--- src/hw/rtl/mhsi_pkg.sv ---
// Package of shared constants, types and codes for the magnetometer calibration block.
package mhsi_pkg;

    localparam int SAMPLE_BITS_DEF = 16;
    localparam int ACCEL_W         = 15;
    localparam int CFG_W           = 16;
    localparam int OUT_W           = 16;
    localparam int GAIN_FRAC       = 12;
    localparam int AXES            = 3;

    localparam logic [CFG_W-1:0]          SPR_RESET    = 16'd2000;
    localparam logic signed [ACCEL_W-1:0] THRESH_RESET = -15'sd976;

    typedef enum logic [0:0] {
        REG_SAMPLES_PER_RUN = 1'b0,
        REG_LEVEL_THRESHOLD = 1'b1
    } cfg_reg_t;

    localparam logic [1:0] AXIS_X = 2'd0;
    localparam logic [1:0] AXIS_Y = 2'd1;
    localparam logic [1:0] AXIS_Z = 2'd2;

    typedef enum logic [2:0] {
        ST_RUN,
        ST_PREP,
        ST_DIV_INIT,
        ST_DIV,
        ST_LOAD
    } ctrl_state_t;

    typedef struct packed {
        logic       take;
        logic       snap;
        logic       div_init;
        logic       div_step;
        logic       div_last;
        logic [1:0] axis;
        logic       load;
    } ctrl_cmd_t;

    typedef struct packed {
        logic run_end;
        logic degen;
    } dp_status_t;

endpackage

--- src/hw/rtl/mhsi_in_if.sv ---
// Input channel interface: one magnetometer sample and a vertical acceleration reading.
interface mhsi_in_if
    import mhsi_pkg::*;
#(
    parameter int SAMPLE_BITS = SAMPLE_BITS_DEF
);
    logic                          valid;
    logic                          ready;
    logic signed [SAMPLE_BITS-1:0] mag_x;
    logic signed [SAMPLE_BITS-1:0] mag_y;
    logic signed [SAMPLE_BITS-1:0] mag_z;
    logic signed [ACCEL_W-1:0]     accel_vertical;

    modport source (output valid, output mag_x, output mag_y, output mag_z,
                    output accel_vertical, input ready);
    modport sink   (input valid, input mag_x, input mag_y, input mag_z,
                    input accel_vertical, output ready);
endinterface

--- src/hw/rtl/mhsi_out_if.sv ---
// Result channel interface: bias, gain, used sample count and degenerate flag of one run.
interface mhsi_out_if
    import mhsi_pkg::*;
();
    logic                    valid;
    logic                    ready;
    logic signed [OUT_W-1:0] bias_x;
    logic signed [OUT_W-1:0] bias_y;
    logic signed [OUT_W-1:0] bias_z;
    logic [OUT_W-1:0]        gain_x;
    logic [OUT_W-1:0]        gain_y;
    logic [OUT_W-1:0]        gain_z;
    logic [OUT_W-1:0]        used_samples;
    logic                    degenerate;

    modport source (output valid, output bias_x, output bias_y, output bias_z,
                    output gain_x, output gain_y, output gain_z,
                    output used_samples, output degenerate, input ready);
    modport sink   (input valid, input bias_x, input bias_y, input bias_z,
                    input gain_x, input gain_y, input gain_z,
                    input used_samples, input degenerate, output ready);
endinterface

--- src/hw/rtl/mhsi_ctrl.sv ---
// Controller state machine: sample acceptance, run end, per-axis division sequencing, result load.
module mhsi_ctrl
    import mhsi_pkg::*;
#(
    parameter int SAMPLE_BITS = SAMPLE_BITS_DEF
)
(
    input  logic       clk,
    input  logic       rst_n,
    input  logic       in_valid,
    output logic       in_ready,
    output logic       out_valid,
    input  logic       out_ready,
    input  dp_status_t status,
    output ctrl_cmd_t  cmd
);
    localparam int NUM_W  = SAMPLE_BITS + 13;
    localparam int BCNT_W = $clog2(NUM_W);

    ctrl_state_t       state_reg, state_next;
    logic [BCNT_W-1:0] bit_cnt_reg, bit_cnt_next;
    logic [1:0]        axis_reg, axis_next;
    logic              out_valid_reg, out_valid_next;
    logic              bit_last;
    logic              slot_free;

    assign bit_last  = (bit_cnt_reg == BCNT_W'(NUM_W - 1));
    assign slot_free = !out_valid_reg || out_ready;

    always_comb
    begin
        state_next   = state_reg;
        bit_cnt_next = bit_cnt_reg;
        axis_next    = axis_reg;
        unique case (state_reg)
            ST_RUN:
            begin
                if (in_valid && status.run_end)
                    state_next = ST_PREP;
            end
            ST_PREP:
            begin
                axis_next  = AXIS_X;
                state_next = ST_DIV_INIT;
            end
            ST_DIV_INIT:
            begin
                bit_cnt_next = '0;
                state_next   = status.degen ? ST_LOAD : ST_DIV;
            end
            ST_DIV:
            begin
                bit_cnt_next = bit_cnt_reg + BCNT_W'(1);
                if (bit_last)
                begin
                    if (axis_reg == AXIS_Z)
                        state_next = ST_LOAD;
                    else
                    begin
                        axis_next  = axis_reg + 2'd1;
                        state_next = ST_DIV_INIT;
                    end
                end
            end
            ST_LOAD:
            begin
                if (slot_free)
                    state_next = ST_RUN;
            end
            default:
            begin
                state_next = ST_RUN;
            end
        endcase
    end

    always_comb
    begin
        in_ready     = 1'b0;
        cmd          = '0;
        cmd.axis     = axis_reg;
        cmd.div_last = bit_last;
        unique case (state_reg)
            ST_RUN:
            begin
                in_ready = 1'b1;
                cmd.take = in_valid;
            end
            ST_PREP:     cmd.snap     = 1'b1;
            ST_DIV_INIT: cmd.div_init = !status.degen;
            ST_DIV:      cmd.div_step = 1'b1;
            ST_LOAD:     cmd.load     = slot_free;
            default:     cmd.take     = 1'b0;
        endcase
    end

    always_comb
    begin
        if (cmd.load)
            out_valid_next = 1'b1;
        else if (out_ready)
            out_valid_next = 1'b0;
        else
            out_valid_next = out_valid_reg;
    end

    assign out_valid = out_valid_reg;

    always_ff @(posedge clk or negedge rst_n)
    begin
        if (!rst_n)
        begin
            state_reg     <= ST_RUN;
            bit_cnt_reg   <= '0;
            axis_reg      <= AXIS_X;
            out_valid_reg <= 1'b0;
        end
        else
        begin
            state_reg     <= state_next;
            bit_cnt_reg   <= bit_cnt_next;
            axis_reg      <= axis_next;
            out_valid_reg <= out_valid_next;
        end
    end

endmodule

--- src/hw/rtl/mhsi_datapath.sv ---
// Datapath: configuration, extreme tracking, run snapshot, bit-serial divider and result register.
module mhsi_datapath
    import mhsi_pkg::*;
#(
    parameter int SAMPLE_BITS = SAMPLE_BITS_DEF
)
(
    input  logic                          clk,
    input  logic                          rst_n,
    input  logic                          cfg_we,
    input  cfg_reg_t                      cfg_index,
    input  logic [CFG_W-1:0]              cfg_data,
    input  logic signed [SAMPLE_BITS-1:0] mag_x,
    input  logic signed [SAMPLE_BITS-1:0] mag_y,
    input  logic signed [SAMPLE_BITS-1:0] mag_z,
    input  logic signed [ACCEL_W-1:0]     accel_vertical,
    input  ctrl_cmd_t                     cmd,
    output dp_status_t                    status,
    output logic signed [OUT_W-1:0]       bias_x,
    output logic signed [OUT_W-1:0]       bias_y,
    output logic signed [OUT_W-1:0]       bias_z,
    output logic [OUT_W-1:0]              gain_x,
    output logic [OUT_W-1:0]              gain_y,
    output logic [OUT_W-1:0]              gain_z,
    output logic [OUT_W-1:0]              used_samples,
    output logic                          degenerate
);
    localparam int B     = SAMPLE_BITS;
    localparam int NUM_W = B + 13;
    localparam int EXT_W = (B > OUT_W) ? B : OUT_W;

    localparam logic signed [B-1:0] MAX_INIT = {1'b1, {(B-1){1'b0}}};
    localparam logic signed [B-1:0] MIN_INIT = {1'b0, {(B-1){1'b1}}};

    logic [CFG_W-1:0]          spr_reg;
    logic signed [ACCEL_W-1:0] thr_reg;

    logic signed [B-1:0] max_reg  [AXES];
    logic signed [B-1:0] min_reg  [AXES];
    logic [OUT_W-1:0]    item_cnt_reg;
    logic [OUT_W-1:0]    level_cnt_reg;

    logic signed [B-1:0] bias_reg [AXES];
    logic signed [B-1:0] half_reg [AXES];
    logic [B:0]          sum_reg;
    logic [OUT_W-1:0]    used_reg;
    logic                degen_reg;

    logic [B:0]          rem_reg;
    logic [NUM_W-1:0]    quo_reg;
    logic [OUT_W-1:0]    gain_reg [AXES];

    logic signed [B-1:0] samp     [AXES];
    logic signed [B-1:0] bias_c   [AXES];
    logic signed [B-1:0] half_c   [AXES];
    logic signed [B:0]   mid_sum;
    logic signed [B:0]   span;
    logic signed [B:0]   mid_adj;
    logic signed [B:0]   span_adj;
    logic signed [B+1:0] hsum;
    logic                degen_c;
    logic                level;

    logic [B-1:0]        h_sel;
    logic [B:0]          den;
    logic [B+1:0]        trial;
    logic [B:0]          rem_next;
    logic [NUM_W-1:0]    quo_next;
    logic [OUT_W-1:0]    gain_sat;

    logic signed [EXT_W-1:0] bias_ext [AXES];

    assign samp[0] = mag_x;
    assign samp[1] = mag_y;
    assign samp[2] = mag_z;

    assign level          = (accel_vertical < thr_reg);
    assign status.run_end = ((item_cnt_reg + 16'd1) >= spr_reg);
    assign status.degen   = degen_reg;

    // Midpoint and half-range per axis, both halved with truncation toward zero.
    always_comb
    begin
        degen_c = 1'b0;
        hsum    = '0;
        for (int a = 0; a < AXES; a++)
        begin
            mid_sum   = {max_reg[a][B-1], max_reg[a]} + {min_reg[a][B-1], min_reg[a]};
            span      = {max_reg[a][B-1], max_reg[a]} - {min_reg[a][B-1], min_reg[a]};
            mid_adj   = mid_sum + {{B{1'b0}}, mid_sum[B]};
            span_adj  = span + {{B{1'b0}}, span[B]};
            bias_c[a] = mid_adj[B:1];
            half_c[a] = span_adj[B:1];
            if (half_c[a][B-1] || (half_c[a] == '0))
                degen_c = 1'b1;
            hsum = hsum + {{2{half_c[a][B-1]}}, half_c[a]};
        end
    end

    // Divisor is three times the selected half-range, which is positive here.
    always_comb
    begin
        unique case (cmd.axis)
            AXIS_X:  h_sel = half_reg[0];
            AXIS_Y:  h_sel = half_reg[1];
            AXIS_Z:  h_sel = half_reg[2];
            default: h_sel = half_reg[0];
        endcase
        den = {1'b0, h_sel} + {h_sel, 1'b0};
    end

    // One restoring division step per cycle.
    always_comb
    begin
        trial = {rem_reg, quo_reg[NUM_W-1]} - {1'b0, den};
        if (!trial[B+1])
        begin
            rem_next = trial[B:0];
            quo_next = {quo_reg[NUM_W-2:0], 1'b1};
        end
        else
        begin
            rem_next = {rem_reg[B-1:0], quo_reg[NUM_W-1]};
            quo_next = {quo_reg[NUM_W-2:0], 1'b0};
        end
        gain_sat = (|quo_next[NUM_W-1:OUT_W]) ? {OUT_W{1'b1}} : quo_next[OUT_W-1:0];
    end

    always_comb
    begin
        for (int a = 0; a < AXES; a++)
            bias_ext[a] = EXT_W'(bias_reg[a]);
    end

    always_ff @(posedge clk or negedge rst_n)
    begin
        if (!rst_n)
        begin
            spr_reg <= SPR_RESET;
            thr_reg <= THRESH_RESET;
        end
        else if (cfg_we)
        begin
            unique case (cfg_index)
                REG_SAMPLES_PER_RUN: spr_reg <= cfg_data;
                REG_LEVEL_THRESHOLD: thr_reg <= cfg_data[ACCEL_W-1:0];
                default:             spr_reg <= spr_reg;
            endcase
        end
    end

    always_ff @(posedge clk or negedge rst_n)
    begin
        if (!rst_n)
        begin
            for (int a = 0; a < AXES; a++)
            begin
                max_reg[a] <= MAX_INIT;
                min_reg[a] <= MIN_INIT;
            end
            item_cnt_reg  <= '0;
            level_cnt_reg <= '0;
        end
        else if (cmd.snap)
        begin
            for (int a = 0; a < AXES; a++)
            begin
                max_reg[a] <= MAX_INIT;
                min_reg[a] <= MIN_INIT;
            end
            item_cnt_reg  <= '0;
            level_cnt_reg <= '0;
        end
        else if (cmd.take)
        begin
            item_cnt_reg <= item_cnt_reg + 16'd1;
            if (level)
            begin
                for (int a = 0; a < AXES; a++)
                begin
                    if (samp[a] > max_reg[a])
                        max_reg[a] <= samp[a];
                    if (samp[a] < min_reg[a])
                        min_reg[a] <= samp[a];
                end
                if (level_cnt_reg != {OUT_W{1'b1}})
                    level_cnt_reg <= level_cnt_reg + 16'd1;
            end
        end
    end

    always_ff @(posedge clk)
    begin
        if (cmd.snap)
        begin
            for (int a = 0; a < AXES; a++)
            begin
                bias_reg[a] <= bias_c[a];
                half_reg[a] <= half_c[a];
                gain_reg[a] <= '0;
            end
            sum_reg   <= hsum[B:0];
            used_reg  <= level_cnt_reg;
            degen_reg <= degen_c;
        end
        if (cmd.div_init)
        begin
            rem_reg <= '0;
            quo_reg <= {sum_reg, {GAIN_FRAC{1'b0}}};
        end
        else if (cmd.div_step)
        begin
            rem_reg <= rem_next;
            quo_reg <= quo_next;
            if (cmd.div_last)
            begin
                unique case (cmd.axis)
                    AXIS_X:  gain_reg[0] <= gain_sat;
                    AXIS_Y:  gain_reg[1] <= gain_sat;
                    AXIS_Z:  gain_reg[2] <= gain_sat;
                    default: gain_reg[0] <= gain_sat;
                endcase
            end
        end
        if (cmd.load)
        begin
            bias_x       <= bias_ext[0][OUT_W-1:0];
            bias_y       <= bias_ext[1][OUT_W-1:0];
            bias_z       <= bias_ext[2][OUT_W-1:0];
            gain_x       <= gain_reg[0];
            gain_y       <= gain_reg[1];
            gain_z       <= gain_reg[2];
            used_samples <= used_reg;
            degenerate   <= degen_reg;
        end
    end

endmodule

--- src/hw/rtl/magnetometer_hard_soft_iron_calibration.sv ---
// Top level of the magnetometer min/max hard-iron and soft-iron calibration block.
//
// sample_ch takes one transaction per magnetometer sample (three axes plus vertical
// acceleration). Samples taken while the acceleration is below level_threshold update
// the per-axis maximum and minimum; every sample advances the item count. The
// configuration port writes samples_per_run and level_threshold by index.
// Ordinary samples are taken one per cycle. The sample that ends a run starts the
// result computation: a snapshot state, then for each axis a set-up state and a
// bit-serial restoring divider with a (SAMPLE_BITS + 13)-bit quotient, then a load
// state; sample_ch.ready is low throughout. A degenerate run skips the divider,
// going from the first set-up state straight to the load state.
// The result goes to a register on result_ch; a new run may start while it waits.
// If the receiver stalls, a second finished result waits in the load state until
// the first transaction completes, holding sample_ch.ready low.
// Reset clears the extremes and counters, loads the register defaults (2000 samples,
// -976 milli-g) and leaves result_ch empty.
module magnetometer_hard_soft_iron_calibration
    import mhsi_pkg::*;
#(
    parameter int SAMPLE_BITS = SAMPLE_BITS_DEF
)
(
    input  logic             clk,
    input  logic             rst_n,
    input  logic             cfg_we,
    input  cfg_reg_t         cfg_index,
    input  logic [CFG_W-1:0] cfg_data,
    mhsi_in_if.sink          sample_ch,
    mhsi_out_if.source       result_ch
);
    ctrl_cmd_t  cmd;
    dp_status_t status;

    mhsi_ctrl #(
        .SAMPLE_BITS (SAMPLE_BITS)
    ) u_ctrl (
        .clk       (clk),
        .rst_n     (rst_n),
        .in_valid  (sample_ch.valid),
        .in_ready  (sample_ch.ready),
        .out_valid (result_ch.valid),
        .out_ready (result_ch.ready),
        .status    (status),
        .cmd       (cmd)
    );

    mhsi_datapath #(
        .SAMPLE_BITS (SAMPLE_BITS)
    ) u_datapath (
        .clk            (clk),
        .rst_n          (rst_n),
        .cfg_we         (cfg_we),
        .cfg_index      (cfg_index),
        .cfg_data       (cfg_data),
        .mag_x          (sample_ch.mag_x),
        .mag_y          (sample_ch.mag_y),
        .mag_z          (sample_ch.mag_z),
        .accel_vertical (sample_ch.accel_vertical),
        .cmd            (cmd),
        .status         (status),
        .bias_x         (result_ch.bias_x),
        .bias_y         (result_ch.bias_y),
        .bias_z         (result_ch.bias_z),
        .gain_x         (result_ch.gain_x),
        .gain_y         (result_ch.gain_y),
        .gain_z         (result_ch.gain_z),
        .used_samples   (result_ch.used_samples),
        .degenerate     (result_ch.degenerate)
    );

    // A run-ending transaction is followed at once by the snapshot.
    a_run_end_snap: assert property (@(posedge clk) disable iff (!rst_n)
        (sample_ch.valid && sample_ch.ready && status.run_end) |=> cmd.snap)
        else $error("run end not followed by snapshot");

    // No sample is taken while the extremes are being captured and cleared.
    a_snap_no_take: assert property (@(posedge clk) disable iff (!rst_n)
        cmd.snap |-> !sample_ch.ready)
        else $error("sample taken during snapshot");

    // A result is only loaded into a free output register.
    a_load_free: assert property (@(posedge clk) disable iff (!rst_n)
        cmd.load |-> (!result_ch.valid || result_ch.ready))
        else $error("result overwritten before transaction");

    // A degenerate run reports zero gains on every axis.
    a_degen_gain: assert property (@(posedge clk) disable iff (!rst_n)
        (result_ch.valid && result_ch.degenerate) |->
            (result_ch.gain_x == '0 && result_ch.gain_y == '0 && result_ch.gain_z == '0))
        else $error("degenerate result with non-zero gain");

endmodule
--- src/flat_wrapper.sv ---
// flat-port wrapper written by rule: the top's interface ports become plain ports
module magnetometer_hard_soft_iron_calibration_flat import mhsi_pkg::*;
#(
    parameter int SAMPLE_BITS = SAMPLE_BITS_DEF
)
  (clk, rst_n, cfg_we, cfg_index, cfg_data, sample_ch_valid, sample_ch_mag_x, sample_ch_mag_y, sample_ch_mag_z, sample_ch_accel_vertical, sample_ch_ready, result_ch_valid, result_ch_bias_x, result_ch_bias_y, result_ch_bias_z, result_ch_gain_x, result_ch_gain_y, result_ch_gain_z, result_ch_used_samples, result_ch_degenerate, result_ch_ready);
  mhsi_in_if #(.SAMPLE_BITS(SAMPLE_BITS)) sample_ch_i ();
  mhsi_out_if result_ch_i ();
  input  logic clk;
  input  logic rst_n;
  input  logic cfg_we;
  input  cfg_reg_t cfg_index;
  input  logic [CFG_W-1:0] cfg_data;
  input wire logic [$bits(sample_ch_i.valid)-1:0] sample_ch_valid;
  input wire logic [$bits(sample_ch_i.mag_x)-1:0] sample_ch_mag_x;
  input wire logic [$bits(sample_ch_i.mag_y)-1:0] sample_ch_mag_y;
  input wire logic [$bits(sample_ch_i.mag_z)-1:0] sample_ch_mag_z;
  input wire logic [$bits(sample_ch_i.accel_vertical)-1:0] sample_ch_accel_vertical;
  output wire logic [$bits(sample_ch_i.ready)-1:0] sample_ch_ready;
  output wire logic [$bits(result_ch_i.valid)-1:0] result_ch_valid;
  output wire logic [$bits(result_ch_i.bias_x)-1:0] result_ch_bias_x;
  output wire logic [$bits(result_ch_i.bias_y)-1:0] result_ch_bias_y;
  output wire logic [$bits(result_ch_i.bias_z)-1:0] result_ch_bias_z;
  output wire logic [$bits(result_ch_i.gain_x)-1:0] result_ch_gain_x;
  output wire logic [$bits(result_ch_i.gain_y)-1:0] result_ch_gain_y;
  output wire logic [$bits(result_ch_i.gain_z)-1:0] result_ch_gain_z;
  output wire logic [$bits(result_ch_i.used_samples)-1:0] result_ch_used_samples;
  output wire logic [$bits(result_ch_i.degenerate)-1:0] result_ch_degenerate;
  input wire logic [$bits(result_ch_i.ready)-1:0] result_ch_ready;
  assign sample_ch_i.valid = sample_ch_valid;
  assign sample_ch_i.mag_x = sample_ch_mag_x;
  assign sample_ch_i.mag_y = sample_ch_mag_y;
  assign sample_ch_i.mag_z = sample_ch_mag_z;
  assign sample_ch_i.accel_vertical = sample_ch_accel_vertical;
  assign sample_ch_ready = sample_ch_i.ready;
  assign result_ch_valid = result_ch_i.valid;
  assign result_ch_bias_x = result_ch_i.bias_x;
  assign result_ch_bias_y = result_ch_i.bias_y;
  assign result_ch_bias_z = result_ch_i.bias_z;
  assign result_ch_gain_x = result_ch_i.gain_x;
  assign result_ch_gain_y = result_ch_i.gain_y;
  assign result_ch_gain_z = result_ch_i.gain_z;
  assign result_ch_used_samples = result_ch_i.used_samples;
  assign result_ch_degenerate = result_ch_i.degenerate;
  assign result_ch_i.ready = result_ch_ready;
  magnetometer_hard_soft_iron_calibration #(.SAMPLE_BITS(SAMPLE_BITS)) u_core (.clk(clk), .rst_n(rst_n), .cfg_we(cfg_we), .cfg_index(cfg_index), .cfg_data(cfg_data), .sample_ch(sample_ch_i), .result_ch(result_ch_i));
endmodule
--- config.mk ---
export PLATFORM = sky130hd
export DESIGN_NAME = magnetometer_hard_soft_iron_calibration_flat
export DESIGN_NICKNAME = d
export VERILOG_FILES = /design/src/hw/rtl/mhsi_pkg.sv /design/src/hw/rtl/mhsi_in_if.sv /design/src/hw/rtl/mhsi_out_if.sv /design/src/hw/rtl/mhsi_ctrl.sv /design/src/hw/rtl/mhsi_datapath.sv /design/src/hw/rtl/magnetometer_hard_soft_iron_calibration.sv /design/src/flat_wrapper.sv
export SDC_FILE = /design/constraint.sdc
export NUM_CORES = 1
export LEC_CHECK = 0
export BUFFER_PORTS_ARGS = -buffer_cell sky130_fd_sc_hd__buf_2
export CAP_MARGIN = 5
export CORE_UTILIZATION = 56
export DETAILED_ROUTE_END_ITERATION = 6
export GPL_ROUTABILITY_DRIVEN = 0
export PLACE_DENSITY = 0.74
export REMOVE_ABC_BUFFERS = 1
export SLEW_MARGIN = 20
export SYNTH_ARGS = -nofsm -noshare
export SYNTH_HDL_FRONTEND = slang
export SYNTH_SLANG_ARGS = --single-unit
--- constraint.sdc ---
create_clock -name clk -period 5.42 [get_ports clk]
set_input_delay 0 -clock clk [delete_from_list [all_inputs] [get_ports clk]]
set_output_delay 0 -clock clk [all_outputs]
set_load 0.01 [all_outputs]
==> results of run 1 <==
-- layout make-up --
cell class	instances	area share (%)
timing repair buffer	643	11.8
multi-input combinational	2156	41.9
sequential	507	36.0
tap	748	2.38
clock buffer	68	3.69
inverter	321	3.08
clock inverter	34	1.12
-- per-stage QoR --
stage,util (%),setup TNS [ns],std cells,cell area (sq um),setup WS (ns)
floorplan,-,-129.05,2984,31200,-1.39
global placement,64.2,-1.88,4250,35600,-0.527
detailed placement,64.3,-2.95,4250,35600,-0.676
CTS,70.4,-0.0217,4471,39000,-0.0217
global route,71.0,-1.80,4477,39400,-0.303
finish,71.0,-0.466,4477,39400,-0.189
-- worst max-delay path, delay by kind of cell, from the launching register on --
| kind | cells | cell delay (ns) |
|---|---|---|
| AND/OR/NAND/NOR | 5 | 1.23 |
| flip-flops | 1 | 0.53 |
| buffers and inverters | 6 | 0.63 |
| XOR/XNOR | 2 | 0.35 |
| adder cells (fa/ha/maj) | 4 | 1.20 |
| AO/OA/AOI/OAI | 8 | 1.42 |
-- routing by layer --
| metal | vias up | global-route usage [%] |
|---|---|---|
| li1 | 12241 | - |
| met3 | 249 | 4.49 |
| met1 | 12607 | 36.7 |
| met4 | 0 | 12.0 |
| met2 | 996 | 50.5 |
| met5 | - | 0 |
-- worst max-delay path by stage --
stage	from	endpoint	slack (ns)	depth (start not counted)
after floorplan	u_core.u_ctrl.state_reg[0]	u_core.u_datapath.item_cnt_reg[12]	-1.39	6
after global placement	u_core.u_datapath.min_reg[0]	u_core.u_datapath.sum_reg[14]	-0.53	29
after detailed placement	u_core.u_datapath.min_reg[0]	u_core.u_datapath.sum_reg[14]	-0.68	29
after CTS	u_core.u_datapath.min_reg[0]	u_core.u_datapath.sum_reg[14]	-0.02	29
after global routing	u_core.u_datapath.min_reg[0]	u_core.u_datapath.sum_reg[15]	-0.30	28
final	u_core.u_datapath.min_reg[19]	u_core.u_datapath.sum_reg[14]	-0.19	25
-- synth_stat cells (all sizes together), types with 8 or more instances --
master	n	area [sq um]
o21bai	18	135
dfstp	61	1600
a31oi	19	125
fa	25	500
nor3	61	305
mux2i	97	971
or4	13	103
nor3b	11	82.6
nand2	157	589
or3	37	235
buf	14	92.6
o211ai	18	135
a211o	8	70.1
a21oi	164	832
xor2	73	639
nand2b	34	213
xnor2	126	1120
nor4b	9	85.1
nand3	90	460
ha	280	3500
a22o	41	359
and3	35	219
and2	23	144
nor4	23	159
a21o	71	533
or2	15	93.8
mux2	22	248
a22oi	17	128
nor2b	30	188
clkbuf	90	342
a2111oi	16	165
a21boi	8	60.1
and4	11	96.3
o31ai	19	143
o21a	29	219
dfrtp	109	2730
o2111ai	10	93.8
inv	320	1200
nand4	42	263
o21ai	143	723
nor2	260	976
a211oi	20	155
dfxtp	29	581
edfxtp	308	9250
-- cell families after synthesis --
group | Yosys count
AO/OA/AOI/OAI | 660
XOR/XNOR | 199
adder cells (fa/ha/maj) | 305
buffers and inverters | 425
flip-flops | 507
multiplexers | 119
AND/OR/NAND/NOR | 873
-- repair_timing --
| item | CTS | global route |
|---|---|---|
| endpoints found under the hold margin | 247 | 0 |
| gates resized for setup | 79 | 60 |
| setup endpoints to repair | 8 | 30 |
| pin swaps | 43 | 29 |
| buffers inserted | 19 | 6 |
| hold buffers | 100 | 0 |
==> reports/qor.txt, run 1 <==
Status -> finished with violations
Failing checks -> design-rule violations, negative setup slack
Worst skew pair latency -> 0.65 ns
Final-report setup violation count -> 5
Synth Area in Adders -> 12.7%
M1 WL -> 34.5 mm
Top sig layer -> met4
Final min period -> 5.61 ns
Largest net degree at the start of global routing -> 138
Horiz. Die Dim -> 240 microns
CP max-delay cell -> fa_1
Maxcap violations -> 0
Critical path's largest stage delay -> 0.56 ns
Hold path depth -> 4
Met3 wire length -> 4.84 mm
Routed vias/inst -> 5.83
Simple-gate share of the synthesized area -> 13.9%
Ys flop type -> edfxtp_1
Layout cells sized above 1 -> 23.5%
Initial antenna violation count -> 0
Root buf cell -> clkbuf_16
Rows -> 86
Synthesized area per cell -> 10.2 sq um
ANT cells -> 0
Die area -> 57400 sq um
Max-slew violations -> 0
Reg clk slew, reported paths -> 0.06 ns
Quantity of I/O buffers inserted on ports -> 199
Post-synth EDFFs -> 308
Seq cells post-synth -> 507
CTS buffer count -> 54
Initial DRC count -> 2119
Reg2Reg Depth -> 25
Complex-gate fraction of the synthesized area -> 14.0%
Clock Path Buffers -> 3
Worst path arrival time -> 5.99 ns
FMAX -> 178 MHz
Max_slew headroom -> 22.6%
Commonest non-fill, non-tap cell in the layout -> buf_4
Min-Delay Endpoint -> u_core.u_datapath.min_reg[7]
Core region area -> 55400 sq um
Tcrit/Tclk final -> 103%
Transition time of the tightest slew-check pin -> 1.15 ns
Mux cell area share after synthesis -> 3.85%
Tightest Hold Check Type -> input pin to flip-flop
Critical path type -> flip-flop to flip-flop
Worst-path fanout max -> 5
Kind of start point of the critical path -> flip-flop
Cell count after synthesis -> 3088
Syn. warnings -> 0
Htree depth -> 2
Residual DRC -> 1
Yosys cell types -> 98
Wirelength per Cell -> 19.0 microns
Clock sink total -> 507
First-pass GRT wire length -> 135 mm
XOR/XNOR share of the synthesized area -> 5.57%
FF-to-FF Start -> u_core.u_datapath.min_reg[19]
Worst R2R End -> u_core.u_datapath.sum_reg[14]
Antenna-violating nets left -> 0
Vias in the first global route -> 26472
I/O pins -> 200
DR vias -> 26093
Synth-to-layout area growth -> 24.4%
CP required -> 5.80 ns
Final hold slack -> 0.159 ns
Met2 WL post-DR -> 42.4 mm
Largest family of logic cells by synthesized area -> compound AO/OA/AOI/OAI gates
WL final -> 84.9 mm
CP endpoint kind -> flip-flop
Highest-count cells in the layout ignoring fill and taps -> 334 x buf_4, 310 x inv_1, 308 x edfxtp_1, 263 x ha_1, 250 x nor2_1
Die span in y -> 240 microns
GRT Total Usage -> 29.3%
Initial cell density of the core -> 57.1%
Sequential share of the synthesized area -> 44.8%
Reg area -> 14200 sq um
# fillers -> 3839
Setup slack, reg-to-reg -> -0.19 ns
Post-DP HPWL -> 59.3 mm
Mapped cell area -> 31600 sq um
Multi-input logic area -> 16500 sq um
Hold Violations, Final -> 0
Nets -> 4073
1st-pass router iterations -> 7
Remaining global-route overflow -> 0
CTS tree -> done
HP Start -> sample_ch_mag_z[7]
Unrepaired setup endpoints after global routing -> yes
Worst Slack Setup Final -> -0.189 ns
Clk_skew -> 0.0497 ns
FFs w/ async S/R, synth -> 33.5%
Power of run 1 is not shown: default switching activity piles up to over one toggle a cycle in this logic, so the estimate is an artifact.
==> run 2: changes to the inputs <==
CORE_ASPECT_RATIO = 0.7   (was not set)
TNS_END_PERCENT = 1   (was not set)
==> run 2 against run 1 <==
The flow finishes with violations (negative setup slack). Die area is essentially flat. Wire length shrank 1.8%. Sequential share of layout area grew 0.29 points. Register-to-register slack gained 0.11 ns. Critical endpoint unchanged. Maximum frequency grew 2.0%. Critical path depth grew 2. Via count shrank 0.58%. Setup slack gained 0.11 ns.
==> reports/qor.txt, run 2 (synthesized netlist as in run 1, its figures left out) <==
Status -> finished with violations
Failing checks -> negative setup slack
Post-Place Cell Area -> 35700 sq um
FMAX -> 182 MHz
Synth-to-layout area growth -> 23.4%
Post-route cell area -> 39000 sq um
Clk_skew -> 0.0379 ns
1st-pass router iterations -> 6
Final-report setup violation count -> 3
Quantity of I/O buffers inserted on ports -> 199
Die span in y -> 201 microns
Setup WS pre-CTS -> -0.722 ns
Nets -> 4067
Worst skew pair latency -> 0.62 ns
Worst path arrival time -> 5.87 ns
Post-DP HPWL -> 60.0 mm
Initial antenna violation count -> 1
Max-slew violations -> 0
CTS tree -> done
Final min period -> 5.50 ns
Critical path's largest stage delay -> 0.56 ns
CP max-delay cell -> dfstp_2
Final hold slack -> 0.161 ns
Worst Slack Setup Final -> -0.0808 ns
Critical path type -> flip-flop to flip-flop
First-pass GRT wire length -> 132 mm
CP required -> 5.79 ns
Worst-path fanout max -> 3
CTS buffer count -> 50
Clock Path Buffers -> 3
Routed vias/inst -> 5.82
Kind of start point of the critical path -> flip-flop
GRT Total Usage -> 28.5%
Core region area -> 55500 sq um
Rows -> 72
Clock sink total -> 507
Top Family by Delay on Critical Path -> adder cells
Die area -> 57400 sq um
Transition time of the tightest slew-check pin -> 1.27 ns
Unrepaired setup endpoints after global routing -> yes
TNS Setup -> -0.176 ns
Tightest Hold Check Type -> input pin to flip-flop
Buf/Inv on CP -> 4
Root buf cell -> clkbuf_16
Layout cells sized above 1 -> 23.8%
Htree depth -> 2
Vias in the first global route -> 25846
DR vias -> 25941
Max_slew headroom -> 14.4%
Highest-count cells in the layout ignoring fill and taps -> 346 x buf_4, 312 x inv_1, 308 x edfxtp_1, 263 x ha_1, 254 x nor2_1
Reg clk slew, reported paths -> 0.07 ns
Wirelength per Cell -> 18.7 microns
Commonest non-fill, non-tap cell in the layout -> buf_4
Antenna-violating nets left -> 0
Tcrit/Tclk final -> 101%
Initial cell density of the core -> 57.0%
Horiz. Die Dim -> 286 microns
Hold Violations, Final -> 0
Residual DRC -> 0
CP endpoint kind -> flip-flop
WL final -> 83.3 mm
CP dominant cell by count -> ha_4
Initial DRC count -> 2145
Largest net degree at the start of global routing -> 124
I/O pins -> 200
Maxcap violations -> 0
Remaining global-route overflow -> 0
## run 2: cell types whose count changed in the layout (fill, tap and decap cells not counted), sizes merged, moves of 2 or more
cell,before,now
bufinv,8,6
clkinvlp,2,10
buf,544,548
dlygate4sd3,99,93
clkbuf,68,56
clkinv,22,18
## run 2: layer usage
layer / track usage [%] / share of wire [%] / up-vias
met5: 0 / 0 / -
met4: 8.19 / 2.7 / 0
met3: 5.16 / 7.5 / 197
met2: 46.4 / 46 / 982
met1: 39.0 / 44 / 12511
li1: - / - / 12251
## run 2: worst register-to-register path, delay by kind of cell, from the launching register on
kind	cells	cell delay [ns]
xor+xnor	1	0.14
compound gates	8	1.30
fa+ha+maj	5	1.47
buf+inv	4	0.40
flops	1	0.56
simple gates	9	1.38
## run 2: cell type report
cell class / count / area, sq um
antenna: 1 / 2.50
inverter: 321 / 1210
multi-input combinational: 2156 / 16400
clock inverter: 36 / 413
fill: 4004 / 16400
sequential: 507 / 14200
timing repair buffer: 641 / 4570
tap: 740 / 926
clock buffer: 56 / 1310
## run 2: worst paths after layout
check / startpoint / to / slack, ns / cells after the start
min reg2reg: u_core.u_datapath.bias_reg[0][24] / result_ch_bias_y[8] / 0.41 / 0
max: u_core.u_datapath.min_reg[0] / u_core.u_datapath.sum_reg[14] / -0.08 / 27
min in group asynchronous: rst_n / u_core.u_datapath.max_reg[22] / 0.46 / 3
max reg2reg: u_core.u_datapath.min_reg[0] / u_core.u_datapath.sum_reg[14] / -0.08 / 27
max in group asynchronous: rst_n / u_core.u_datapath.level_cnt_reg[0] / 3.82 / 4
min: sample_ch_mag_z[9] / u_core.u_datapath.min_reg[9] / 0.16 / 4
## run 2: what timing repair did
action / in CTS / in global routing
pin swaps: 35 / 27
endpoints found under the hold margin: 194 / 4
gates cloned: 0 / 1
setup endpoints to repair: 21 / 28
hold buffers: 93 / 1
buffers inserted: 8 / 6
gates resized for setup: 63 / 66
## run 2: stage by stage
stage	util [%]	instances
3_5_place_dp	64.3	4256
6_report	70.4	4458
2_1_floorplan	-	2984
3_3_place_gp	64.3	4256
5_1_grt	70.4	4457
4_1_cts	69.7	4449
Power of run 2 is left out for the same reason.
